--- src/rtl/paged_framebuffer_dirty_refresh_assert.svh ---
// ---------------------------------------------------------------------------
// Assertion macros for the paged frame buffer.
// Every property is sampled on clk and is held off while rst_n is low.
// ---------------------------------------------------------------------------
`ifndef PAGED_FRAMEBUFFER_DIRTY_REFRESH_ASSERT_SVH
`define PAGED_FRAMEBUFFER_DIRTY_REFRESH_ASSERT_SVH

// The condition holds in the same cycle as the trigger.
`define PFDR_ASSERT_NOW(lbl, trig, cond, msg) \
  lbl: assert property (@(posedge clk) disable iff (!rst_n) (trig) |-> (cond)) \
    else $error(msg);

// The condition holds in the cycle after the trigger.
`define PFDR_ASSERT_NEXT(lbl, trig, cond, msg) \
  lbl: assert property (@(posedge clk) disable iff (!rst_n) (trig) |=> (cond)) \
    else $error(msg);

`endif

--- src/rtl/pfdr_ram.sv ---
// ---------------------------------------------------------------------------
// pfdr_ram
// Simple dual-port RAM: one write port, one read port, registered read.
// ---------------------------------------------------------------------------
`timescale 1ns / 1ps
`default_nettype none

module pfdr_ram #(
  parameter int WIDTH = 8,
  parameter int DEPTH = 128
) (
  input  wire logic                     clk,
  input  wire logic                     we,
  input  wire logic [$clog2(DEPTH)-1:0] waddr,
  input  wire logic [WIDTH-1:0]         wdata,
  input  wire logic [$clog2(DEPTH)-1:0] raddr,
  output logic      [WIDTH-1:0]         rdata
);

  logic [WIDTH-1:0] mem_r [DEPTH];

  // Write port and registered read port.
  always_ff @(posedge clk) begin
    if (we) begin
      mem_r[waddr] <= wdata;
    end
    rdata <= mem_r[raddr];
  end

endmodule

`default_nettype wire

--- config.mk ---
export PLATFORM = sky130hd
export DESIGN_NAME = pfdr_ram
export DESIGN_NICKNAME = d
export VERILOG_FILES = /design/src/rtl/paged_framebuffer_dirty_refresh_assert.svh /design/src/rtl/pfdr_ram.sv
export SDC_FILE = /design/constraint.sdc
export NUM_CORES = 1
export LEC_CHECK = 0
export BUFFER_PORTS_ARGS = -buffer_cell sky130_fd_sc_hd__buf_4
export CAP_MARGIN = 0
export CORE_ASPECT_RATIO = 0.5
export CORE_MARGIN = 2
export CORE_UTILIZATION = 55
export CTS_BUF_LIST = sky130_fd_sc_hd__clkbuf_2
export DETAILED_ROUTE_END_ITERATION = 16
export GPL_TIMING_DRIVEN = 0
export HOLD_SLACK_MARGIN = 0.03
export PLACE_DENSITY = 0.68
export RECOVER_POWER = 100
export SETUP_SLACK_MARGIN = 0.2
export SYNTH_ARGS = -nofsm -noshare
export SYNTH_HDL_FRONTEND = slang
export SYNTH_SLANG_ARGS = --single-unit
export TNS_END_PERCENT = 30
--- constraint.sdc ---
create_clock -name clk -period 3.4 [get_ports clk]
set_clock_uncertainty 0.15 [all_clocks]
set_input_delay 0 -clock clk [delete_from_list [all_inputs] [get_ports clk]]
set_output_delay 0 -clock clk [all_outputs]
set_load 0.1 [all_outputs]
# After elaboration in Yosys (flattened, before gate mapping)
# Memories as Yosys holds them, arrays and structs flattened. A register that Yosys moved wholly into a read port is not among the register bits.
# Index checks and enable logic that the tools add are counted.
dict set report word_totals {
  inputBits 24
  register_bits 0
  output_inout_bits 8
  ram_bits 1024
  mem_count 1
  elab_cells 3
}
dict set report classes {
  n_mux 2
}
# memory depth word_bits read_ports rd_ports_with_merged_regs wr line
set mem_list {}
lappend mem_list {mem_r 128 8 1 1 1 pfdr_ram.sv:20} ;# logic [WIDTH-1:0] mem_r [DEPTH];
# operator count
set ops {}
lappend ops {{$mux W1} 2}

# Depth between registers and ports, before layout
dict set report logic_depth {
  depth_word 2
  depth_mapped 7
  ltp_nobuf 4
}

# Worst setup path before layout
# Ideal clock, no wire load.
dict set report synth_timing {
  kind {input to register}
  startpoint {input raddr[0]}
  endpoint {register rdata[0], read port of mem_r}
  path_buffers 2
  setup_slack_ns 0.746
  arrival_ns 2.383
  required_ns 3.129
  stages 6
  setup_time_ns 0.121
  cell_sequence {clkbuf_1 -> buf_1 -> mux4_2 -> mux4_2 -> mux4_2 -> mux2_2}
}
# item line
set synth_rtl {}
lappend synth_rtl {{start, declared} pfdr_ram.sv:16} ;# input wire logic [$clog2(DEPTH)-1:0] raddr,
lappend synth_rtl {{end, declared} pfdr_ram.sv:17} ;# output logic [WIDTH-1:0] rdata

# Final worst setup path
dict set report layout_timing {
  startpoint {input waddr[1]}
  endpoint {memory mem_r[89][3] (enable)}
}
# item line
set layout_rtl {}
lappend layout_rtl {{start, declared} pfdr_ram.sv:14} ;# input wire logic [$clog2(DEPTH)-1:0] waddr,
lappend layout_rtl {{end, declared} pfdr_ram.sv:20}
# Straight into the memory's write port.

==> impl_metrics.csv <==
group,metric,value,unit
finish,area_delta_synth_final,9.51,%
drt,drtIter0Drc,3000,
finish,stdcell_area,43400,µm²
finish,multiInputGateArea,8370,µm²
drt,routed_wl,95600,µm
grt,grt_first_pass_wirelength,136000,µm
setup_path,timing.rr.start,"mem_r[29][0]$_DFFE_PP_",
finish,utilization,61.1,%
pwr,leakage,13.5,nW
placement,dp_cells,2613,
placement,dp_hpwl,60200,µm
setup_path,worstSetupPathType,"in2reg",
hold_path,min_path_type,"in2reg",
synth,syn-instance-count,1635,
grt,grt_max_degree,129,
timing,timing.final.ws_setup,-0.0890,ns
clocking,cts_tree,"done",
timing,setup_viol,85,
outcome,violations,"capacitance limit, slew limit, setup timing",
hold_path,hold_end,"rdata[1]$_DFF_P_",
drt,dr_wl_met2,44300,µm
outcome,status,"finished, violations left",
synth,synth_top_cell_area_share,77.5,%
pwr,p_sw_share,24.4,%
pwr,power.switching,5.57,mW
setup_path,cp.arrival,4.27,ns
grt,first_global_vias,19900,
synth,synth_nets,1659,
drt,antenna_left,0,
synth,yosysWarningCount,0,
grt,grt_antenna_before_repair,5,
placement,place_ws,-0.328,ns
finish,final-instance-count-excl-fill,3034,
finish,nNetsFinal,1960,
timing,period_minus_slack,3.49,ns
setup_path,r2r-end,"rdata[0]$_DFF_P_",
drt,drt-pass1-iter-count,8,
timing,whs,0.279,ns
timing,tightest_slew,3.01,ns
grt,grt-ovfl-total,0,
synth,netlist_top_cells_area,"edfxtp_1 78%, mux4_2 19%, nor2_1 1.2%, clkbuf_1 0.42%, dfxtp_1 0.40%",
floorplan,core_area,71100,µm²
timing,max_slew_margin,-101,%
synth,syn_avg_cell_area,24.3,µm²
pwr,combPwrFrac,6.8,%
timing,finalMaxSlewViolations,1065,
clocking,clk-insertion-delay-late,1.43,ns
drt,wl_met1,36700,µm
drt,wire_per_inst,31.5,µm
drt,wl_met3,12300,µm
drt,drc,0,
setup_path,ff2ff_setup_slack,0.18,ns
placement,placed_area,41000,µm²
clocking,cts_root_buf,"clkbuf_2",
pwr,seqPwrFrac,61.7,%
hold_path,min_from,"raddr[2]",
setup_path,reg2reg_depth,5,
finish,final_common_cell,"edfxtp_1",
clocking,path_clk_slew,0.10,ns
floorplan,die_x,384,µm
setup_path,cp-end-kind,"flop",
floorplan,fp.dieArea,74400,µm²
timing,fmax,287,MHz
job,drv_cap,11,
timing,post-route-period-util,103,%
setup_path,cp_max_fo,10,
pwr,p_total,22.8,mW
clocking,htree_levels,4,
setup_path,required,4.18,ns
clocking,cts_buffer_depth,3,
synth,synth_top_cell_by_area,"edfxtp_1",
finish,drive_above_1_share,33.9,%
timing,finalHoldViolations,0,
pwr,vdd_drop_max,0.000356,V
finish,fill_cells,4933,
finish,final_cell_mix,"1024 x edfxtp_1, 336 x mux4_2, 310 x clkbuf_2, 121 x nor2_1, 59 x dlygate4sd3_1",
synth,synth_cell_types,17,
hold_path,holdPathStages,6,
floorplan,die_y,194,µm
grt,grt_usage,26.4,%
clocking,cts_inserted_buffers,211,
floorplan,pin_count,32,
placement,port_buffers,20,
setup_path,start_kind,"input port",
clocking,cts_sinks,1032,
pwr,p_int,17.3,mW
synth,syn-cell-area,39700,µm²
pwr,power_density,525,nW/µm²
pwr,clockPowerShare,31.5,%
drt,top_layer_used,"met4",
floorplan,fp-row-count,69,
placement,gp_congestion,0.894,
finish,seq_area,30900,µm²
floorplan,initial_utilization,55.8,%
synth,ys_ff_latch,1032,
drt,dr_total_vias,19200,
synth,yosysSeqAreaShare,77.9,%
drt,viasPerCell,6.33,
timing,fin_tns_setup,-2.59,ns
timing,rsz0062_at_grt,"true",
-- layer usage --
metal | vias to the layer above | track usage, %
li1 | 7717 | -
met1 | 10100 | 37.6
met2 | 1231 | 39.4
met3 | 168 | 8.76
met4 | 0 | 8.13
met5 | - | 0
-- cell families after synthesis --
group,count (synthesis),share of synthesized area (%)
buf+inv,89,1.01
simple gates,170,1.76
flops,1032,77.9
mux,344,19.3
-- worst max path at each step --
stage | from | end | slack, ns | depth (start not counted)
after CTS | raddr[2] | rdata[2]$_DFF_P_ | 0.21 | 8
final | waddr[1] | mem_r[89][3]$_DFFE_PP_ | -0.09 | 8
after global placement | raddr[2] | rdata[4]$_DFF_P_ | -0.30 | 6
after floorplan | raddr[0] | rdata[0]$_DFF_P_ | 0.75 | 6
after detailed placement | raddr[2] | rdata[4]$_DFF_P_ | -0.33 | 6
after global routing | wdata[7] | mem_r[94][7]$_DFFE_PP_ | 0.07 | 5
-- Yosys cell counts --
cell type,count
nand2b_1,2
dfxtp_1,8
buf_6,1
nor2b_1,7
or3_1,1
nand4_1,3
clkbuf_1,44
buf_2,15
buf_4,11
mux4_2,336
nor2_1,122
mux2_2,8
buf_1,18
nand3_1,12
nor3_1,9
nand2_1,14
edfxtp_1,1024
-- power groups by stage --
stage | Sequential, mW | Clock [mW] | Combinational, mW
final | 14.1 | 7.19 | 1.54
after global routing | 14.1 | 7.95 | 1.59
after CTS | 14.0 | 7.34 | 1.58
after detailed placement | 14.3 | 0 | 1.48
after global placement | 14.3 | 0 | 1.44
after floorplan | 14.5 | 0 | 0.710
-- sequential cells by signal, indices dropped and copies added (netlist names) --
| register | flops |
|---|---|
| mem_r | 1024 |
| rdata | 8 |
-- what timing repair did --
action | CTS | global route
hold buffers | 69 | 1
gates resized for setup | 0 | 15
setup endpoints to repair | 0 | 276
buffers inserted | 0 | 0
endpoints found under the hold margin | 2056 | 1
-- area by class of cell --
cell class / count / share of cell area (%)
multi-input combinational: 514 / 19.3
clock inverter: 48 / 0.723
tap: 958 / 2.76
antenna: 7 / 0.0403
buffer: 89 / 0.936
clock buffer: 298 / 3.43
timing repair buffer: 88 / 1.69
sequential: 1032 / 71.2
-- critical path: stages --
cell           delay, ns
dlygate4sd3_1       0.55
dlygate4sd3_1       0.61
clkbuf_1            0.13
dlygate4sd3_1       0.67
nor2_1              0.24
nand3_1             0.38
clkbuf_1            0.73
nor2_1              0.92
Power figures use the tool's default switching activity.
